==> src/design/ody_pkg.sv <==
// ----------------------------------------------------------------------------
// Odometry package
// Shared widths, fixed-point constants, the arctangent table and the
// sequencer and register index types of the omni drive odometry core.
// ----------------------------------------------------------------------------
package ody_pkg;

    localparam int MUL_AW = 40;
    localparam int MUL_BW = 28;
    localparam int MUL_PW = MUL_AW + MUL_BW;

    localparam int DIV_NW = 48;
    localparam int DIV_DW = 20;

    localparam int COR_W = 32;

    localparam logic [17:0] K_SQ2_8 = 18'd185364;
    localparam logic [17:0] K_HEAD  = 18'd174993;
    localparam logic [29:0] K_GAIN  = 30'd652032874;
    localparam logic [19:0] ONE_E6  = 20'd1000000;

    localparam logic [31:0] C_ATAN [32] = '{
        32'd536870912, 32'd316933406, 32'd167458907, 32'd85004756,
        32'd42667331,  32'd21354465,  32'd10679838,  32'd5340245,
        32'd2670163,   32'd1335087,   32'd667544,    32'd333772,
        32'd166886,    32'd83443,     32'd41722,     32'd20861,
        32'd10430,     32'd5215,      32'd2608,      32'd1304,
        32'd652,       32'd326,       32'd163,       32'd81,
        32'd41,        32'd20,        32'd10,        32'd5,
        32'd3,         32'd1,         32'd1,         32'd0
    };

    typedef enum logic [2:0] {
        CFG_WHEEL_RADIUS    = 3'd0,
        CFG_CENTER_DISTANCE = 3'd1,
        CFG_OFFSET_X        = 3'd2,
        CFG_OFFSET_Y        = 3'd3,
        CFG_OFFSET_ANGLE    = 3'd4
    } t_cfg_idx;

    typedef enum logic [4:0] {
        STEP_IDLE,
        STEP_RK,
        STEP_VCX,
        STEP_VCY,
        STEP_WS,
        STEP_DIV_WZ,
        STEP_COR_OFF,
        STEP_VRX_A,
        STEP_VRX_B,
        STEP_VRY_A,
        STEP_VRY_B,
        STEP_LX_A,
        STEP_LX_B,
        STEP_LY_A,
        STEP_LY_B,
        STEP_VBX,
        STEP_VBY,
        STEP_DTK,
        STEP_HD,
        STEP_COR_HD,
        STEP_OX_A,
        STEP_OX_B,
        STEP_OY_A,
        STEP_OY_B,
        STEP_PX,
        STEP_DIV_PX,
        STEP_PY,
        STEP_DIV_PY,
        STEP_DONE
    } t_step;

    typedef struct packed {
        logic mul;
        logic div;
        logic cor;
    } t_unit_ctl;

endpackage

==> src/design/ody_mul.sv <==
// ----------------------------------------------------------------------------
// Bit-serial signed multiplier
// Shift-and-add over the bits of the second operand, one bit per cycle,
// with the sign bit subtracted on the last cycle.
// ----------------------------------------------------------------------------
module ody_mul (
    input  logic                                i_clk,
    input  logic                                i_rst_n,
    input  logic                                i_start,
    input  logic signed [ody_pkg::MUL_AW-1:0]   i_a,
    input  logic signed [ody_pkg::MUL_BW-1:0]   i_b,
    output logic                                o_done,
    output logic signed [ody_pkg::MUL_PW-1:0]   o_product
);

    localparam int AW    = ody_pkg::MUL_AW;
    localparam int BW    = ody_pkg::MUL_BW;
    localparam int CNT_W = $clog2(BW);

    logic signed [AW-1:0] r_a;
    logic signed [AW:0]   r_hi;
    logic [BW-1:0]        r_lo;
    logic [CNT_W-1:0]     r_cnt;
    logic                 r_run;
    logic                 r_done;

    logic                 w_last;
    logic signed [AW:0]   w_a_ext;
    logic signed [AW:0]   w_addend;
    logic signed [AW:0]   w_sum;

    assign w_last   = (r_cnt == CNT_W'(BW - 1));
    assign w_a_ext  = (AW + 1)'(r_a);
    assign w_addend = r_lo[0] ? (w_last ? -w_a_ext : w_a_ext) : '0;
    assign w_sum    = r_hi + w_addend;

    always_ff @(posedge i_clk) begin
        if (!i_rst_n) begin
            r_run  <= 1'b0;
            r_done <= 1'b0;
            r_cnt  <= '0;
        end else begin
            r_done <= 1'b0;
            if (i_start) begin
                r_run <= 1'b1;
                r_cnt <= '0;
            end else if (r_run) begin
                r_cnt <= r_cnt + 1'b1;
                if (w_last) begin
                    r_run  <= 1'b0;
                    r_done <= 1'b1;
                end
            end
        end
    end

    always_ff @(posedge i_clk) begin
        if (i_start) begin
            r_a  <= i_a;
            r_hi <= '0;
            r_lo <= i_b;
        end else if (r_run) begin
            r_hi <= w_sum >>> 1;
            r_lo <= {w_sum[0], r_lo[BW-1:1]};
        end
    end

    assign o_done    = r_done;
    assign o_product = {r_hi[AW-1:0], r_lo};

endmodule

==> src/design/ody_div.sv <==
// ----------------------------------------------------------------------------
// Bit-serial rounding divider
// Restoring division, one quotient bit per cycle, rounding half away
// from zero by adding half the divisor to the magnitude first.
// ----------------------------------------------------------------------------
module ody_div (
    input  logic                                i_clk,
    input  logic                                i_rst_n,
    input  logic                                i_start,
    input  logic signed [ody_pkg::DIV_NW-1:0]   i_num,
    input  logic [ody_pkg::DIV_DW-1:0]          i_den,
    output logic                                o_done,
    output logic signed [ody_pkg::DIV_NW-1:0]   o_quot
);

    localparam int NW    = ody_pkg::DIV_NW;
    localparam int DW    = ody_pkg::DIV_DW;
    localparam int CNT_W = $clog2(NW);

    logic [NW-1:0]    r_q;
    logic [DW-1:0]    r_rem;
    logic [DW-1:0]    r_den;
    logic             r_neg;
    logic [CNT_W-1:0] r_cnt;
    logic             r_run;
    logic             r_done;

    logic [NW-1:0]    w_mag;
    logic [NW-1:0]    w_start_q;
    logic [DW:0]      w_shift;
    logic             w_ge;
    logic [DW:0]      w_sub;
    logic             w_last;

    assign w_mag     = i_num[NW-1] ? NW'(-i_num) : NW'(i_num);
    assign w_start_q = w_mag + NW'(i_den >> 1);
    assign w_shift   = {r_rem, r_q[NW-1]};
    assign w_ge      = (w_shift >= {1'b0, r_den});
    assign w_sub     = w_shift - {1'b0, r_den};
    assign w_last    = (r_cnt == CNT_W'(NW - 1));

    always_ff @(posedge i_clk) begin
        if (!i_rst_n) begin
            r_run  <= 1'b0;
            r_done <= 1'b0;
            r_cnt  <= '0;
        end else begin
            r_done <= 1'b0;
            if (i_start) begin
                r_run <= 1'b1;
                r_cnt <= '0;
            end else if (r_run) begin
                r_cnt <= r_cnt + 1'b1;
                if (w_last) begin
                    r_run  <= 1'b0;
                    r_done <= 1'b1;
                end
            end
        end
    end

    always_ff @(posedge i_clk) begin
        if (i_start) begin
            r_q   <= w_start_q;
            r_rem <= '0;
            r_den <= i_den;
            r_neg <= i_num[NW-1];
        end else if (r_run) begin
            r_rem <= w_ge ? w_sub[DW-1:0] : w_shift[DW-1:0];
            r_q   <= {r_q[NW-2:0], w_ge};
        end
    end

    assign o_done = r_done;
    assign o_quot = r_neg ? -signed'(r_q) : signed'(r_q);

endmodule

==> src/design/ody_cor.sv <==
// ----------------------------------------------------------------------------
// Iterative CORDIC sine and cosine
// Rotation mode, one micro-rotation per cycle, on a 32-bit binary angle
// folded into the right half plane first.
// ----------------------------------------------------------------------------
module ody_cor #(
    parameter int STAGES = 20
) (
    input  logic                               i_clk,
    input  logic                               i_rst_n,
    input  logic                               i_start,
    input  logic [ody_pkg::COR_W-1:0]          i_angle,
    output logic                               o_done,
    output logic signed [ody_pkg::COR_W-1:0]   o_cos,
    output logic signed [ody_pkg::COR_W-1:0]   o_sin
);

    localparam int W     = ody_pkg::COR_W;
    localparam int CNT_W = $clog2(STAGES + 1);

    logic signed [W:0] r_x;
    logic signed [W:0] r_y;
    logic signed [W:0] r_z;
    logic              r_neg;
    logic [CNT_W-1:0]  r_cnt;
    logic              r_run;
    logic              r_done;

    logic signed [W:0] w_z0;
    logic signed [W:0] w_zf;
    logic              w_fold;
    logic signed [W:0] w_dx;
    logic signed [W:0] w_dy;
    logic signed [W:0] w_atan;
    logic              w_last;
    logic signed [W:0] w_cos;
    logic signed [W:0] w_sin;

    assign w_z0 = (W + 1)'(signed'(i_angle));

    always_comb begin
        w_zf   = w_z0;
        w_fold = 1'b0;
        priority if (w_z0 > ((W + 1)'(1) <<< (W - 2))) begin
            w_zf   = w_z0 - ((W + 1)'(1) <<< (W - 1));
            w_fold = 1'b1;
        end else if (w_z0 < -((W + 1)'(1) <<< (W - 2))) begin
            w_zf   = w_z0 + ((W + 1)'(1) <<< (W - 1));
            w_fold = 1'b1;
        end
    end

    assign w_dx   = r_y >>> r_cnt;
    assign w_dy   = r_x >>> r_cnt;
    assign w_atan = (W + 1)'(ody_pkg::C_ATAN[5'(r_cnt)]);
    assign w_last = (r_cnt == CNT_W'(STAGES - 1));

    always_ff @(posedge i_clk) begin
        if (!i_rst_n) begin
            r_run  <= 1'b0;
            r_done <= 1'b0;
            r_cnt  <= '0;
        end else begin
            r_done <= 1'b0;
            if (i_start) begin
                r_run <= 1'b1;
                r_cnt <= '0;
            end else if (r_run) begin
                r_cnt <= r_cnt + 1'b1;
                if (w_last) begin
                    r_run  <= 1'b0;
                    r_done <= 1'b1;
                end
            end
        end
    end

    always_ff @(posedge i_clk) begin
        if (i_start) begin
            r_x   <= (W + 1)'(ody_pkg::K_GAIN);
            r_y   <= '0;
            r_z   <= w_zf;
            r_neg <= w_fold;
        end else if (r_run) begin
            if (!r_z[W]) begin
                r_x <= r_x - w_dx;
                r_y <= r_y + w_dy;
                r_z <= r_z - w_atan;
            end else begin
                r_x <= r_x + w_dx;
                r_y <= r_y - w_dy;
                r_z <= r_z + w_atan;
            end
        end
    end

    assign w_cos  = r_neg ? -r_x : r_x;
    assign w_sin  = r_neg ? -r_y : r_y;
    assign o_done = r_done;
    assign o_cos  = w_cos[W-1:0];
    assign o_sin  = w_sin[W-1:0];

endmodule

==> src/design/omni_drive_odometry_core.sv <==
// ----------------------------------------------------------------------------
// Omni drive odometry core
// Four-wheel X-omni odometry: wheel speeds in, base twist and pose out.
// ----------------------------------------------------------------------------
// Each input transaction carries four wheel speeds and a step time and gives
// exactly one result transaction. A step shorter than MIN_STEP_US returns the
// last twist and the current pose with accepted low.
// An accepted step runs through a sequencer that drives one bit-serial
// multiplier (22 products), one bit-serial divider (3 quotients) and one
// iterative CORDIC (2 rotations). Most of the time goes to the multiplier.
// A new transaction is taken once the previous result sits in the output
// register.
// ----------------------------------------------------------------------------
module omni_drive_odometry_core #(
    parameter int MIN_STEP_US   = 100,
    parameter int CORDIC_STAGES = 20
) (
    input  logic               i_clk,
    input  logic               i_rst_n,

    input  logic               i_cfg_valid,
    output logic               o_cfg_ready,
    input  logic [2:0]         i_cfg_index,
    input  logic [23:0]        i_cfg_data,

    input  logic               i_in_valid,
    output logic               o_in_ready,
    input  logic signed [23:0] i_speed_front_left,
    input  logic signed [23:0] i_speed_rear_left,
    input  logic signed [23:0] i_speed_rear_right,
    input  logic signed [23:0] i_speed_front_right,
    input  logic [19:0]        i_step_time,

    output logic               o_out_valid,
    input  logic               i_out_ready,
    output logic               o_accepted,
    output logic signed [23:0] o_base_vel_x,
    output logic signed [23:0] o_base_vel_y,
    output logic signed [23:0] o_yaw_rate,
    output logic signed [31:0] o_pose_x,
    output logic signed [31:0] o_pose_y,
    output logic [31:0]        o_pose_heading
);

    localparam int PW = ody_pkg::MUL_PW;

    ody_pkg::t_step       r_step;
    ody_pkg::t_step       n_step;
    logic                 r_busy;
    logic                 n_busy;
    ody_pkg::t_unit_ctl   w_start;

    logic [15:0]          r_wheel_radius;
    logic [15:0]          r_center_distance;
    logic signed [23:0]   r_offset_x;
    logic signed [23:0]   r_offset_y;
    logic [15:0]          r_offset_angle;

    logic signed [25:0]   r_sx;
    logic signed [25:0]   r_sy;
    logic signed [25:0]   r_sw;
    logic [19:0]          r_dt;
    logic                 r_ok;

    logic signed [34:0]   r_rk;
    logic signed [25:0]   r_vcx;
    logic signed [25:0]   r_vcy;
    logic signed [47:0]   r_num;
    logic signed [31:0]   r_ca;
    logic signed [31:0]   r_sa;
    logic signed [31:0]   r_ch;
    logic signed [31:0]   r_sh;
    logic signed [PW-1:0] r_acc;
    logic signed [27:0]   r_vrx;
    logic signed [27:0]   r_vry;
    logic signed [27:0]   r_lx;
    logic signed [27:0]   r_ly;
    logic [37:0]          r_dtk;
    logic signed [27:0]   r_ox;
    logic signed [27:0]   r_oy;

    logic signed [23:0]   r_vbx;
    logic signed [23:0]   r_vby;
    logic signed [23:0]   r_wz;
    logic [31:0]          r_heading;
    logic signed [31:0]   r_pos_x;
    logic signed [31:0]   r_pos_y;

    logic                 r_out_valid;
    logic                 r_o_accepted;
    logic signed [23:0]   r_o_vel_x;
    logic signed [23:0]   r_o_vel_y;
    logic signed [23:0]   r_o_yaw;
    logic signed [31:0]   r_o_pos_x;
    logic signed [31:0]   r_o_pos_y;
    logic [31:0]          r_o_heading;

    logic                 w_in_fire;
    logic                 w_ok;
    logic                 w_is_div;
    logic                 w_is_cor;
    logic                 w_unit_done;
    logic                 w_wb;

    logic signed [ody_pkg::MUL_AW-1:0] w_mul_a;
    logic signed [ody_pkg::MUL_BW-1:0] w_mul_b;
    logic signed [PW-1:0]              w_prod;
    logic                              w_mul_done;
    logic [ody_pkg::DIV_DW-1:0]        w_den;
    logic [15:0]                       w_dist;
    logic signed [47:0]                w_quot;
    logic                              w_div_done;
    logic [31:0]                       w_angle;
    logic signed [31:0]                w_cos;
    logic signed [31:0]                w_sin;
    logic                              w_cor_done;

    logic signed [PW-1:0] w_rnd36;
    logic signed [PW:0]   w_sum;
    logic signed [PW:0]   w_dif;
    logic signed [PW:0]   w_sum_r;
    logic signed [PW:0]   w_dif_r;
    logic signed [27:0]   w_r30s;
    logic signed [27:0]   w_r30d;
    logic signed [PW-1:0] w_r16_full;
    logic signed [39:0]   w_r16;
    logic signed [40:0]   w_vbx_pre;
    logic signed [40:0]   w_vby_pre;
    logic signed [PW-1:0] w_hd_full;
    logic [31:0]          w_hinc;
    logic signed [48:0]   w_px_sum;
    logic signed [48:0]   w_py_sum;

    function automatic logic signed [23:0] f_sat24(input logic signed [48:0] v);
        logic signed [23:0] res;
        if (v > 49'sd8388607) begin
            res = 24'sh7FFFFF;
        end else if (v < -49'sd8388608) begin
            res = 24'sh800000;
        end else begin
            res = v[23:0];
        end
        return res;
    endfunction

    function automatic logic signed [31:0] f_sat32(input logic signed [48:0] v);
        logic signed [31:0] res;
        if (v > 49'sd2147483647) begin
            res = 32'sh7FFFFFFF;
        end else if (v < -49'sd2147483648) begin
            res = 32'sh80000000;
        end else begin
            res = v[31:0];
        end
        return res;
    endfunction

    assign o_cfg_ready = 1'b1;
    assign o_in_ready  = (r_step == ody_pkg::STEP_IDLE);
    assign w_in_fire   = i_in_valid && o_in_ready;
    assign w_ok        = (32'(i_step_time) >= 32'(MIN_STEP_US));

    assign w_is_div = (r_step == ody_pkg::STEP_DIV_WZ) || (r_step == ody_pkg::STEP_DIV_PX)
                   || (r_step == ody_pkg::STEP_DIV_PY);
    assign w_is_cor = (r_step == ody_pkg::STEP_COR_OFF) || (r_step == ody_pkg::STEP_COR_HD);
    assign w_unit_done = w_is_div ? w_div_done : (w_is_cor ? w_cor_done : w_mul_done);

    always_ff @(posedge i_clk) begin
        if (!i_rst_n) begin
            r_step <= ody_pkg::STEP_IDLE;
            r_busy <= 1'b0;
        end else begin
            r_step <= n_step;
            r_busy <= n_busy;
        end
    end

    always_comb begin
        n_step  = r_step;
        n_busy  = r_busy;
        w_start = '0;
        w_wb    = 1'b0;
        unique case (r_step)
            ody_pkg::STEP_IDLE: begin
                if (w_in_fire) begin
                    n_step = w_ok ? ody_pkg::STEP_RK : ody_pkg::STEP_DONE;
                end
            end
            ody_pkg::STEP_DONE: begin
                if (!r_out_valid || i_out_ready) begin
                    n_step = ody_pkg::STEP_IDLE;
                end
            end
            default: begin
                if (!r_busy) begin
                    n_busy = 1'b1;
                    priority if (w_is_div) begin
                        w_start.div = 1'b1;
                    end else if (w_is_cor) begin
                        w_start.cor = 1'b1;
                    end else begin
                        w_start.mul = 1'b1;
                    end
                end else if (w_unit_done) begin
                    w_wb   = 1'b1;
                    n_busy = 1'b0;
                    n_step = ody_pkg::t_step'(5'(r_step) + 5'd1);
                end
            end
        endcase
    end

    always_comb begin
        w_mul_a = '0;
        w_mul_b = '0;
        unique case (r_step)
            ody_pkg::STEP_RK: begin
                w_mul_a = ody_pkg::MUL_AW'(ody_pkg::K_SQ2_8);
                w_mul_b = ody_pkg::MUL_BW'(r_wheel_radius);
            end
            ody_pkg::STEP_VCX: begin
                w_mul_a = ody_pkg::MUL_AW'(r_rk);
                w_mul_b = ody_pkg::MUL_BW'(r_sx);
            end
            ody_pkg::STEP_VCY: begin
                w_mul_a = ody_pkg::MUL_AW'(r_rk);
                w_mul_b = ody_pkg::MUL_BW'(r_sy);
            end
            ody_pkg::STEP_WS: begin
                w_mul_a = ody_pkg::MUL_AW'(r_sw);
                w_mul_b = ody_pkg::MUL_BW'(r_wheel_radius);
            end
            ody_pkg::STEP_VRX_A: begin
                w_mul_a = ody_pkg::MUL_AW'(r_ca);
                w_mul_b = ody_pkg::MUL_BW'(r_vcx);
            end
            ody_pkg::STEP_VRX_B: begin
                w_mul_a = ody_pkg::MUL_AW'(r_sa);
                w_mul_b = ody_pkg::MUL_BW'(r_vcy);
            end
            ody_pkg::STEP_VRY_A: begin
                w_mul_a = ody_pkg::MUL_AW'(r_ca);
                w_mul_b = ody_pkg::MUL_BW'(r_vcy);
            end
            ody_pkg::STEP_VRY_B: begin
                w_mul_a = ody_pkg::MUL_AW'(r_sa);
                w_mul_b = ody_pkg::MUL_BW'(r_vcx);
            end
            ody_pkg::STEP_LX_A: begin
                w_mul_a = ody_pkg::MUL_AW'(r_ca);
                w_mul_b = ody_pkg::MUL_BW'(r_offset_x);
            end
            ody_pkg::STEP_LX_B: begin
                w_mul_a = ody_pkg::MUL_AW'(r_sa);
                w_mul_b = ody_pkg::MUL_BW'(r_offset_y);
            end
            ody_pkg::STEP_LY_A: begin
                w_mul_a = ody_pkg::MUL_AW'(r_sa);
                w_mul_b = ody_pkg::MUL_BW'(r_offset_x);
            end
            ody_pkg::STEP_LY_B: begin
                w_mul_a = ody_pkg::MUL_AW'(r_ca);
                w_mul_b = ody_pkg::MUL_BW'(r_offset_y);
            end
            ody_pkg::STEP_VBX: begin
                w_mul_a = ody_pkg::MUL_AW'(r_ly);
                w_mul_b = ody_pkg::MUL_BW'(r_wz);
            end
            ody_pkg::STEP_VBY: begin
                w_mul_a = ody_pkg::MUL_AW'(r_lx);
                w_mul_b = ody_pkg::MUL_BW'(r_wz);
            end
            ody_pkg::STEP_DTK: begin
                w_mul_a = ody_pkg::MUL_AW'(ody_pkg::K_HEAD);
                w_mul_b = ody_pkg::MUL_BW'(r_dt);
            end
            ody_pkg::STEP_HD: begin
                w_mul_a = ody_pkg::MUL_AW'(r_dtk);
                w_mul_b = ody_pkg::MUL_BW'(r_wz);
            end
            ody_pkg::STEP_OX_A, ody_pkg::STEP_OY_B: begin
                w_mul_a = ody_pkg::MUL_AW'(r_ch);
                w_mul_b = (r_step == ody_pkg::STEP_OX_A) ? ody_pkg::MUL_BW'(r_vbx)
                                                         : ody_pkg::MUL_BW'(r_vby);
            end
            ody_pkg::STEP_OX_B: begin
                w_mul_a = ody_pkg::MUL_AW'(r_sh);
                w_mul_b = ody_pkg::MUL_BW'(r_vby);
            end
            ody_pkg::STEP_OY_A: begin
                w_mul_a = ody_pkg::MUL_AW'(r_sh);
                w_mul_b = ody_pkg::MUL_BW'(r_vbx);
            end
            ody_pkg::STEP_PX: begin
                w_mul_a = ody_pkg::MUL_AW'(r_ox);
                w_mul_b = ody_pkg::MUL_BW'(r_dt);
            end
            ody_pkg::STEP_PY: begin
                w_mul_a = ody_pkg::MUL_AW'(r_oy);
                w_mul_b = ody_pkg::MUL_BW'(r_dt);
            end
            default: begin
                w_mul_a = '0;
                w_mul_b = '0;
            end
        endcase
    end

    assign w_dist  = (r_center_distance == 16'd0) ? 16'd1 : r_center_distance;
    assign w_den   = (r_step == ody_pkg::STEP_DIV_WZ) ? ody_pkg::DIV_DW'({w_dist, 2'b00})
                                                      : ody_pkg::ONE_E6;
    assign w_angle = (r_step == ody_pkg::STEP_COR_OFF) ? {r_offset_angle, 16'd0} : r_heading;

    ody_mul u_mul (
        .i_clk     (i_clk),
        .i_rst_n   (i_rst_n),
        .i_start   (w_start.mul),
        .i_a       (w_mul_a),
        .i_b       (w_mul_b),
        .o_done    (w_mul_done),
        .o_product (w_prod)
    );

    ody_div u_div (
        .i_clk   (i_clk),
        .i_rst_n (i_rst_n),
        .i_start (w_start.div),
        .i_num   (r_num),
        .i_den   (w_den),
        .o_done  (w_div_done),
        .o_quot  (w_quot)
    );

    ody_cor #(
        .STAGES (CORDIC_STAGES)
    ) u_cor (
        .i_clk   (i_clk),
        .i_rst_n (i_rst_n),
        .i_start (w_start.cor),
        .i_angle (w_angle),
        .o_done  (w_cor_done),
        .o_cos   (w_cos),
        .o_sin   (w_sin)
    );

    assign w_rnd36    = w_prod + (PW'(1) <<< 35);
    assign w_sum      = (PW + 1)'(r_acc) + (PW + 1)'(w_prod);
    assign w_dif      = (PW + 1)'(r_acc) - (PW + 1)'(w_prod);
    assign w_sum_r    = w_sum + ((PW + 1)'(1) <<< 29);
    assign w_dif_r    = w_dif + ((PW + 1)'(1) <<< 29);
    assign w_r30s     = w_sum_r[57:30];
    assign w_r30d     = w_dif_r[57:30];
    assign w_r16_full = w_prod + (PW'(1) <<< 15);
    assign w_r16      = w_r16_full[55:16];
    assign w_vbx_pre  = 41'(r_vrx) + 41'(w_r16);
    assign w_vby_pre  = 41'(r_vry) - 41'(w_r16);
    assign w_hd_full  = w_prod + (PW'(1) <<< 23);
    assign w_hinc     = w_hd_full[55:24];
    assign w_px_sum   = 49'(r_pos_x) + 49'(w_quot);
    assign w_py_sum   = 49'(r_pos_y) + 49'(w_quot);

    always_ff @(posedge i_clk) begin
        if (!i_rst_n) begin
            r_wheel_radius    <= 16'd1;
            r_center_distance <= 16'd1;
            r_offset_x        <= '0;
            r_offset_y        <= '0;
            r_offset_angle    <= '0;
        end else if (i_cfg_valid && o_cfg_ready) begin
            unique case (i_cfg_index)
                ody_pkg::CFG_WHEEL_RADIUS:    r_wheel_radius    <= i_cfg_data[15:0];
                ody_pkg::CFG_CENTER_DISTANCE: r_center_distance <= i_cfg_data[15:0];
                ody_pkg::CFG_OFFSET_X:        r_offset_x        <= i_cfg_data;
                ody_pkg::CFG_OFFSET_Y:        r_offset_y        <= i_cfg_data;
                ody_pkg::CFG_OFFSET_ANGLE:    r_offset_angle    <= i_cfg_data[15:0];
                default: begin
                end
            endcase
        end
    end

    always_ff @(posedge i_clk) begin
        if (w_in_fire) begin
            r_sx <= -26'(i_speed_front_left) + 26'(i_speed_front_right)
                  - 26'(i_speed_rear_left) + 26'(i_speed_rear_right);
            r_sy <= 26'(i_speed_front_left) + 26'(i_speed_front_right)
                  - 26'(i_speed_rear_left) - 26'(i_speed_rear_right);
            r_sw <= 26'(i_speed_front_left) + 26'(i_speed_front_right)
                  + 26'(i_speed_rear_left) + 26'(i_speed_rear_right);
            r_dt <= i_step_time;
            r_ok <= w_ok;
        end
    end

    always_ff @(posedge i_clk) begin
        if (w_wb) begin
            unique case (r_step)
                ody_pkg::STEP_RK:      r_rk  <= w_prod[34:0];
                ody_pkg::STEP_VCX:     r_vcx <= w_rnd36[61:36];
                ody_pkg::STEP_VCY:     r_vcy <= w_rnd36[61:36];
                ody_pkg::STEP_WS:      r_num <= w_prod[47:0];
                ody_pkg::STEP_COR_OFF: begin
                    r_ca <= w_cos;
                    r_sa <= w_sin;
                end
                ody_pkg::STEP_VRX_A:   r_acc <= w_prod;
                ody_pkg::STEP_VRX_B:   r_vrx <= w_r30s;
                ody_pkg::STEP_VRY_A:   r_acc <= w_prod;
                ody_pkg::STEP_VRY_B:   r_vry <= w_r30d;
                ody_pkg::STEP_LX_A:    r_acc <= w_prod;
                ody_pkg::STEP_LX_B:    r_lx  <= -w_r30s;
                ody_pkg::STEP_LY_A:    r_acc <= w_prod;
                ody_pkg::STEP_LY_B:    r_ly  <= w_r30d;
                ody_pkg::STEP_DTK:     r_dtk <= w_prod[37:0];
                ody_pkg::STEP_COR_HD: begin
                    r_ch <= w_cos;
                    r_sh <= w_sin;
                end
                ody_pkg::STEP_OX_A:    r_acc <= w_prod;
                ody_pkg::STEP_OX_B:    r_ox  <= w_r30d;
                ody_pkg::STEP_OY_A:    r_acc <= w_prod;
                ody_pkg::STEP_OY_B:    r_oy  <= w_r30s;
                ody_pkg::STEP_PX:      r_num <= w_prod[47:0];
                ody_pkg::STEP_PY:      r_num <= w_prod[47:0];
                default: begin
                end
            endcase
        end
    end

    always_ff @(posedge i_clk) begin
        if (!i_rst_n) begin
            r_vbx     <= '0;
            r_vby     <= '0;
            r_wz      <= '0;
            r_heading <= '0;
            r_pos_x   <= '0;
            r_pos_y   <= '0;
        end else if (w_wb) begin
            unique case (r_step)
                ody_pkg::STEP_DIV_WZ: r_wz      <= f_sat24(49'(w_quot));
                ody_pkg::STEP_VBX:    r_vbx     <= f_sat24(49'(w_vbx_pre));
                ody_pkg::STEP_VBY:    r_vby     <= f_sat24(49'(w_vby_pre));
                ody_pkg::STEP_HD:     r_heading <= r_heading + w_hinc;
                ody_pkg::STEP_DIV_PX: r_pos_x   <= f_sat32(w_px_sum);
                ody_pkg::STEP_DIV_PY: r_pos_y   <= f_sat32(w_py_sum);
                default: begin
                end
            endcase
        end
    end

    always_ff @(posedge i_clk) begin
        if (!i_rst_n) begin
            r_out_valid <= 1'b0;
        end else if (r_step == ody_pkg::STEP_DONE && (!r_out_valid || i_out_ready)) begin
            r_out_valid <= 1'b1;
        end else if (i_out_ready) begin
            r_out_valid <= 1'b0;
        end
    end

    always_ff @(posedge i_clk) begin
        if (r_step == ody_pkg::STEP_DONE && (!r_out_valid || i_out_ready)) begin
            r_o_accepted <= r_ok;
            r_o_vel_x    <= r_vbx;
            r_o_vel_y    <= r_vby;
            r_o_yaw      <= r_wz;
            r_o_pos_x    <= r_pos_x;
            r_o_pos_y    <= r_pos_y;
            r_o_heading  <= r_heading;
        end
    end

    assign o_out_valid    = r_out_valid;
    assign o_accepted     = r_o_accepted;
    assign o_base_vel_x   = r_o_vel_x;
    assign o_base_vel_y   = r_o_vel_y;
    assign o_yaw_rate     = r_o_yaw;
    assign o_pose_x       = r_o_pos_x;
    assign o_pose_y       = r_o_pos_y;
    assign o_pose_heading = r_o_heading;

    // Only one arithmetic unit is launched at a time.
    a_one_start: assert property (@(posedge i_clk) disable iff (!i_rst_n)
        $onehot0({w_start.mul, w_start.div, w_start.cor}))
        else $error("more than one unit started");

    // A unit reports completion only while the sequencer waits on it.
    a_done_busy: assert property (@(posedge i_clk) disable iff (!i_rst_n)
        (w_mul_done || w_div_done || w_cor_done) |-> r_busy)
        else $error("unit completion without a pending operation");

    // A new result appears only after the final sequencer step.
    a_out_from_done: assert property (@(posedge i_clk) disable iff (!i_rst_n)
        $rose(r_out_valid) |-> $past(r_step == ody_pkg::STEP_DONE))
        else $error("result raised outside the final step");

    // The heading moves only on the heading integration step.
    a_heading_step: assert property (@(posedge i_clk) disable iff (!i_rst_n)
        ($past(i_rst_n) && !$stable(r_heading)) |-> $past(r_step == ody_pkg::STEP_HD))
        else $error("heading changed outside its integration step");

endmodule
==> config.mk <==
export PLATFORM = sky130hd
export DESIGN_NAME = omni_drive_odometry_core
export DESIGN_NICKNAME = d
export VERILOG_FILES = /design/src/design/ody_pkg.sv /design/src/design/ody_mul.sv /design/src/design/ody_div.sv /design/src/design/ody_cor.sv /design/src/design/omni_drive_odometry_core.sv
export SDC_FILE = /design/constraint.sdc
export NUM_CORES = 2
export LEC_CHECK = 0
export BUFFER_PORTS_ARGS = -buffer_cell sky130_fd_sc_hd__buf_2
export CAP_MARGIN = 0
export CORE_MARGIN = 10
export CORE_UTILIZATION = 64
export CTS_CLUSTER_SIZE = 20
export DETAILED_ROUTE_END_ITERATION = 12
export PLACE_DENSITY = 0.82
export SYNTH_ARGS = -nofsm -noshare
export SYNTH_HDL_FRONTEND = slang
export SYNTH_SLANG_ARGS = --single-unit
==> constraint.sdc <==
create_clock -name i_clk -period 11.7 [get_ports i_clk]
set_clock_uncertainty 0.1 [all_clocks]
set_input_delay 1.17 -clock i_clk [delete_from_list [all_inputs] [get_ports i_clk]]
set_output_delay 1.17 -clock i_clk [all_outputs]
set_load 0.03 [all_outputs]
### Word level (Yosys, flattened, before mapping)

Memories as Yosys holds them, arrays and structs flattened.
Index checks and enable logic that the tools add are counted.

* register bits: 1385
* memories: 1
* logic and storage cells: 298
* output and inout port bits: 172
* input port bits: 148
* memory bits (read-only): 1024

* reductions and logical operators: 63
* muxes and demuxes: 71
* shifts and indexed selects: 2
* add/sub/neg operators: 42
* $lt $le $gt $ge: 15
* bitwise operators: 5
* eq/ne operators: 37

Memory list
* (no name shown): depth 32, width 32, rd ports 1, clocked after memory_dff 0, wr ports 0, RTL line ody_cor.sv:55 `assign w_atan = (W + 1)'(ody_pkg::C_ATAN[5'(r_cnt)]);`

Operators by type and width (count)
* case mux 40 bit (13 select lines): 1
* case mux 28 bit (12 select lines): 1
* two-way mux 32 bit: 9
* two-way mux 33 bit: 7
* two-way mux 48 bit: 4
* two-way mux 24 bit: 6
* adder 58 x 31 -> 58 bit, second input constant: 2
* adder 33 bit: 3
* subtractor 33 bit: 3
* adder 32 x 48 -> 49 bit: 2
* greater-than comparator 49 x 32 -> 1 bit, second input constant: 2
* < comparator 49 x 32 -> 1 bit, second input constant: 2
* negation 48 bit: 2
* two-way mux 28 bit: 3
* greater-than comparator 41 x 24 -> 1 bit, second input constant: 2
* < comparator 41 x 24 -> 1 bit, second input constant: 2
* two-way mux 41 bit: 2
* adder 26 x 24 -> 26 bit: 3
* == test 5 bit, second input constant: 15
* >>> shifter 33 x 5 -> 33 bit: 2
* negation 32 bit: 2
* adder 62 x 37 -> 62 bit, second input constant: 1
* adder 58 bit: 1
* subtractor 58 bit: 1
* 57 further kinds: 157

### Logic depth before layout (Yosys ltp)

* depth in word-level cells: 8
* mapped depth: 35
* mapped depth without buffers: 29

### Modules after synthesis

Synthesis repeated with hierarchy kept, for this count alone.

* cell total of the unflattened synthesis: 10097
* area total of the unflattened synthesis: 97304.6 um^2

Modules (own cells, without submodules)
* omni_drive_odometry_core: cells each 6254, area an instance 64490.6 um^2, seq. area each 29298.1 um^2, times used 1
* ody_cor: cells each 2122, area an instance 16741.1 um^2, seq. area each 2482.4 um^2, times used 1
* ody_div: cells each 999, area an instance 8864.8 um^2, seq. area each 2632.5 um^2, times used 1
* ody_mul: cells each 722, area an instance 7208.2 um^2, seq. area each 2982.9 um^2, times used 1

### Worst setup path before layout

OpenSTA, ideal clock, no wires.

* path kind: input port to flip-flop
* from: input port i_out_ready
* to: register r_o_accepted (netlist: o_accepted) (enable)
* setup time: 0.719 ns
* data arrival time: 8.726 ns
* cell stages on the path: 2
* path buffers: 0
* setup slack: 2.155 ns
* data required time: 10.881 ns
* cell sequence: nand2b_1 nor2b_1

* cells in the longest elaborated chain, start to end: 2

RTL lines
* from (decl): RTL line omni_drive_odometry_core.sv:35 `input logic i_out_ready,`
* logical OR 1 bit: RTL line omni_drive_odometry_core.sv:464 `if (r_step == ody_pkg::STEP_DONE && (!r_out_valid || i_out_ready)) begin`
* logical AND 1 bit: RTL line omni_drive_odometry_core.sv:464
* to (signal assigned): RTL line omni_drive_odometry_core.sv:465 `r_o_accepted <= r_ok;`
* to (decl): RTL line omni_drive_odometry_core.sv:90 `logic r_o_accepted;`

No other way between the ends.
A chain may end at the register's enable or synchronous reset.

### Worst setup path after layout

* from: register u_mul.r_lo[24]
* to: register r_vby[1]

* cells in the longest elaborated chain, start to end: 5
* elaborated cells on any way between the ends: 6
* classes of those cells: add/sub (2); order compare (2); mux (2)

RTL lines
* from (decl): RTL line ody_mul.sv:22 `logic [BW-1:0] r_lo;`
* from (signal assigned): RTL line ody_mul.sv:61 `r_lo <= i_b;`
* from (signal assigned): RTL line ody_mul.sv:64 `r_lo <= {w_sum[0], r_lo[BW-1:1]};`
* adder 56 x 17 -> 56 bit *: RTL line omni_drive_odometry_core.sv:353 `assign w_r16_full = w_prod + (PW'(1) <<< 15);`
* subtractor 28 x 40 -> 41 bit *: RTL line omni_drive_odometry_core.sv:356 `assign w_vby_pre = 41'(r_vry) - 41'(w_r16);`
* < comparator 41 x 24 -> 1 bit: RTL line omni_drive_odometry_core.sv:138 `end else if (v < -49'sd8388608) begin`
* two-way mux 24 bit: RTL line omni_drive_odometry_core.sv:138
* two-way mux 24 bit *: RTL line omni_drive_odometry_core.sv:136 `if (v > 49'sd8388607) begin`
* to (signal assigned): RTL line omni_drive_odometry_core.sv:443 `ody_pkg::STEP_VBY: r_vby <= f_sat24(49'(w_vby_pre));`
* to (decl): RTL line omni_drive_odometry_core.sv:83 `logic signed [23:0] r_vby;`

Every way passes the cells marked *; elsewhere a longest branch is shown, timed or not.

==> results.md <==
* Main synth FF type: edfxtp_1
* Max Slew Vio Count at 0
* Gp weighted congestion at 1.03
* DIE HEIGHT at 402 microns
* Clock sinks at 1381
* Top cells by area, synth: edfxtp_1 (31%), ha_1 (9.7%), dfxtp_1 (9.0%)
* Port Buffer Count at 318
* Placed cells at 11600
* Critical Path RT at 12.24 ns
* Largest net degree at the start of global routing at 98
* Most common cell in the netlist: edfxtp_1
* Detailed placement HPWL at 249 mm
* Layout cells sized above 1 at slightly below 10%
* H-tree depth at 4
* Core area at between 0.1 and 0.15 sq mm
* Hold path start: r_ok
* Worst-path clk slew at ~0.07 ns
* Final nets at between 10000 and 15000
* Vias in the first global route at about 76000
* Async S/R FF share, synth at 0%
* CTS Buf Count at 148
* Final setup fails at 0
* Dpl ws at 3.70 ns
* Initial cell density of the core at 64.3%
* Post-synthesis instance total at 9643
* CP arrival at 8.92 ns
* DR vias at 79900
* Setup slack, reg-to-reg at ~3.3 ns
* Post-synth EDFFs at 962
* Fmax at 119 MHz
* Gr usage total at about 39%
* Row count at 140
* Mapped cell area at 0.0935 sq mm
* Worst setup margin at around 3.3 ns
* Final wirelength at 327 mm
* CP Max Fanout at 23
* Slew @ Worst Pin at 1.35 ns
* Biggest area consumer among synthesized cells: edfxtp_1
* Pre-antenna DRT Iters at 9
* Fill cells at 10900
* WL/cell at 27.5 microns
* Layout Utilization at 70.3%
* Leak at 0.0415 uW
* Synth unique cells at 98
* Non-Filler Instances at 11900
* Hold Path Class: reg2reg
* Via density at 6.73
* Die width at 402 microns
* Drt first-iter violations at roughly 11000
* Critical path startpoint category: flip-flop
* Setup Fix Bufs, Post-CTS at 0
* Worst-Skew Late Latency at between 0.8 and 0.9 ns
* Seq/Total Area, Yosys at 39.9%
* CTS root buffer: clkbuf_16
* Synth top area share at a little under a third
* Setup TNS at 0 ns
* Hold Crit Depth at 0
* Synth Warn # at 0
* List of most frequent post-synthesis cells: edfxtp_1 (962), nand2_1 (876), ha_1 (728)
* Post-CTS Hold Buffers at 0
* # IOs at 320
* Average cell area after synthesis at 9.70 sq um
* Pwr Density at 219 mW/mm^2
* Hold violation count in the final report at 0
* Largest vdd supply drop at approximately 0.25 mV
* Total Die Area at 0.162 sq mm
* Reg-to-reg endpoint: r_vby[1]
* Global-route wire length before repair at 478 mm
* #FFs+latches synth at about 1400
* Status: finished, final reports clean
* RSZ-0062 raised after global routing: no
* Hold Path Sink: o_accepted
* Worst r2r src: u_mul.r_lo[24]
* FF-to-FF path depth at 23
* Slew headroom at 9.12%
* Min cycle time layout at 8.38 ns
* Resize count post-CTS at 0
* Routed Antenna Nets at 0
* CTS tree: yes
* Final clock period utilization by the worst path at 71.6%
* DRC at 0
* Critical Path Sink Type: flip-flop
* Overflow after GRT at 0
* Max clock buf depth at 3
* Critical path class: reg2reg
* Max Cap Viol at 0
* Synthesized Nets at 10600
* Area Growth Syn to Fin at 9.20%
* Initial antenna violation count at 29
## registers in the layout, indices dropped and copies added, names as in the netlist, 33 cells and up
name	flops
r_acc	58
u_mul.r_hi	40
r_rk	35
u_cor.r_x	33
u_div.r_q	48
r_num	48
u_mul.r_a	39
u_cor.r_z	33
r_dtk	38
u_cor.r_y	33
## report_power, final
part | leakage [uW] | internal (uW) | switching [uW] | total, uW
registers | 0.0124 | 6300 | 1110 | 7410
logic | 0.0266 | 3720 | 6350 | 10100
clock network | 0.00245 | 2790 | 2140 | 4930
total | 0.0415 | 12800 | 9600 | 22400
## per-stage QoR
step | area (sq um) | power [uW] | hold WS (ns)
after detailed placement | 97000 | 17000 | 0.332
final | 102000 | 22400 | 0.345
after global routing | 102000 | 23300 | 0.350
after global placement | 97000 | 16800 | 0.302
after floorplan | 93500 | 13600 | 0.300
after CTS | 102000 | 22000 | 0.347
## metal layers
metal,track usage (%),vias to the layer above,share of wire [%]
li1,-,35700,-
met1,47.6,38200,36
met2,58.5,4886,43
met3,11.6,1091,13
met4,26.9,14,8.4
met5,0,-,0.040
## logic make-up (layout without fill, tap and decap cells)
family,Yosys count,count (layout),share of synthesized area (%)
other,1,12,0.00401
AND/OR/NAND/NOR,2680,2680,13.5
adder cells (fa/ha/maj),840,840,12.1
XOR/XNOR,871,871,8.16
multiplexers,222,222,3.65
flip-flops,1381,1381,39.9
buffers and inverters,1012,1302,4.12
AO/OA/AOI/OAI,2636,2636,18.5
## final cells by class
cell class                 instances  area (sq um)  share of cell area, %
multi-input combinational       7250         52600                   51.5
sequential                      1381         37300                   36.5
clock buffer                     188          4010                   3.93
timing repair buffer             433          2450                   2.40
tap                             1917          2400                   2.35
inverter                         593          2230                   2.18
clock inverter                    88          1090                   1.06
antenna                           11          27.5                 0.0269
## layout by cell type (no fill, tap or decap), types with 291 or more instances in the layout
cell / instances
dfxtp_1: 412
buf_2: 318
xor2_1: 291
a21oi_1: 722
ha_1: 727
edfxtp_1: 962
inv_1: 580
xnor2_1: 580
nand2_1: 874
o21ai_0: 565
nor2_1: 675
## critical path, cell delays in order, from the launching register on
cell and delay [ns]:
edfxtp_1 0.76, ha_1 0.41, nand3_1 0.25, nor4_1 0.59, and3_1 0.35, nand3_1 0.32
nor2_1 0.70, nand2_1 0.15, xnor2_1 0.28, inv_1 0.08, ha_1 0.38, a21o_1 0.23
a21o_1 0.17, a21oi_1 0.22, nand3b_1 0.10, o21ai_0 0.53, o31ai_1 0.27, a2111oi_0 0.48
o21bai_1 0.14, a21oi_1 0.29, xnor2_1 0.12, nand4b_1 0.21, o21ai_2 0.87, a21oi_1 0.20
## how the worst max path moves through the flow
| stage | from | end | slack, ns |
|---|---|---|---|
| after detailed placement | u_mul.r_lo[24] | r_vby[2] | 3.70 |
| after global placement | u_mul.r_lo[24] | r_vby[18] | 3.82 |
| after CTS | u_mul.r_lo[24] | r_vby[6] | 3.59 |
| after global routing | u_mul.r_lo[24] | r_vby[16] | 2.95 |
| final | u_mul.r_lo[24] | r_vby[1] | 3.32 |
| after floorplan | i_out_ready | o_accepted | 2.16 |
Note: power is estimated with default switching activity, not from simulation.
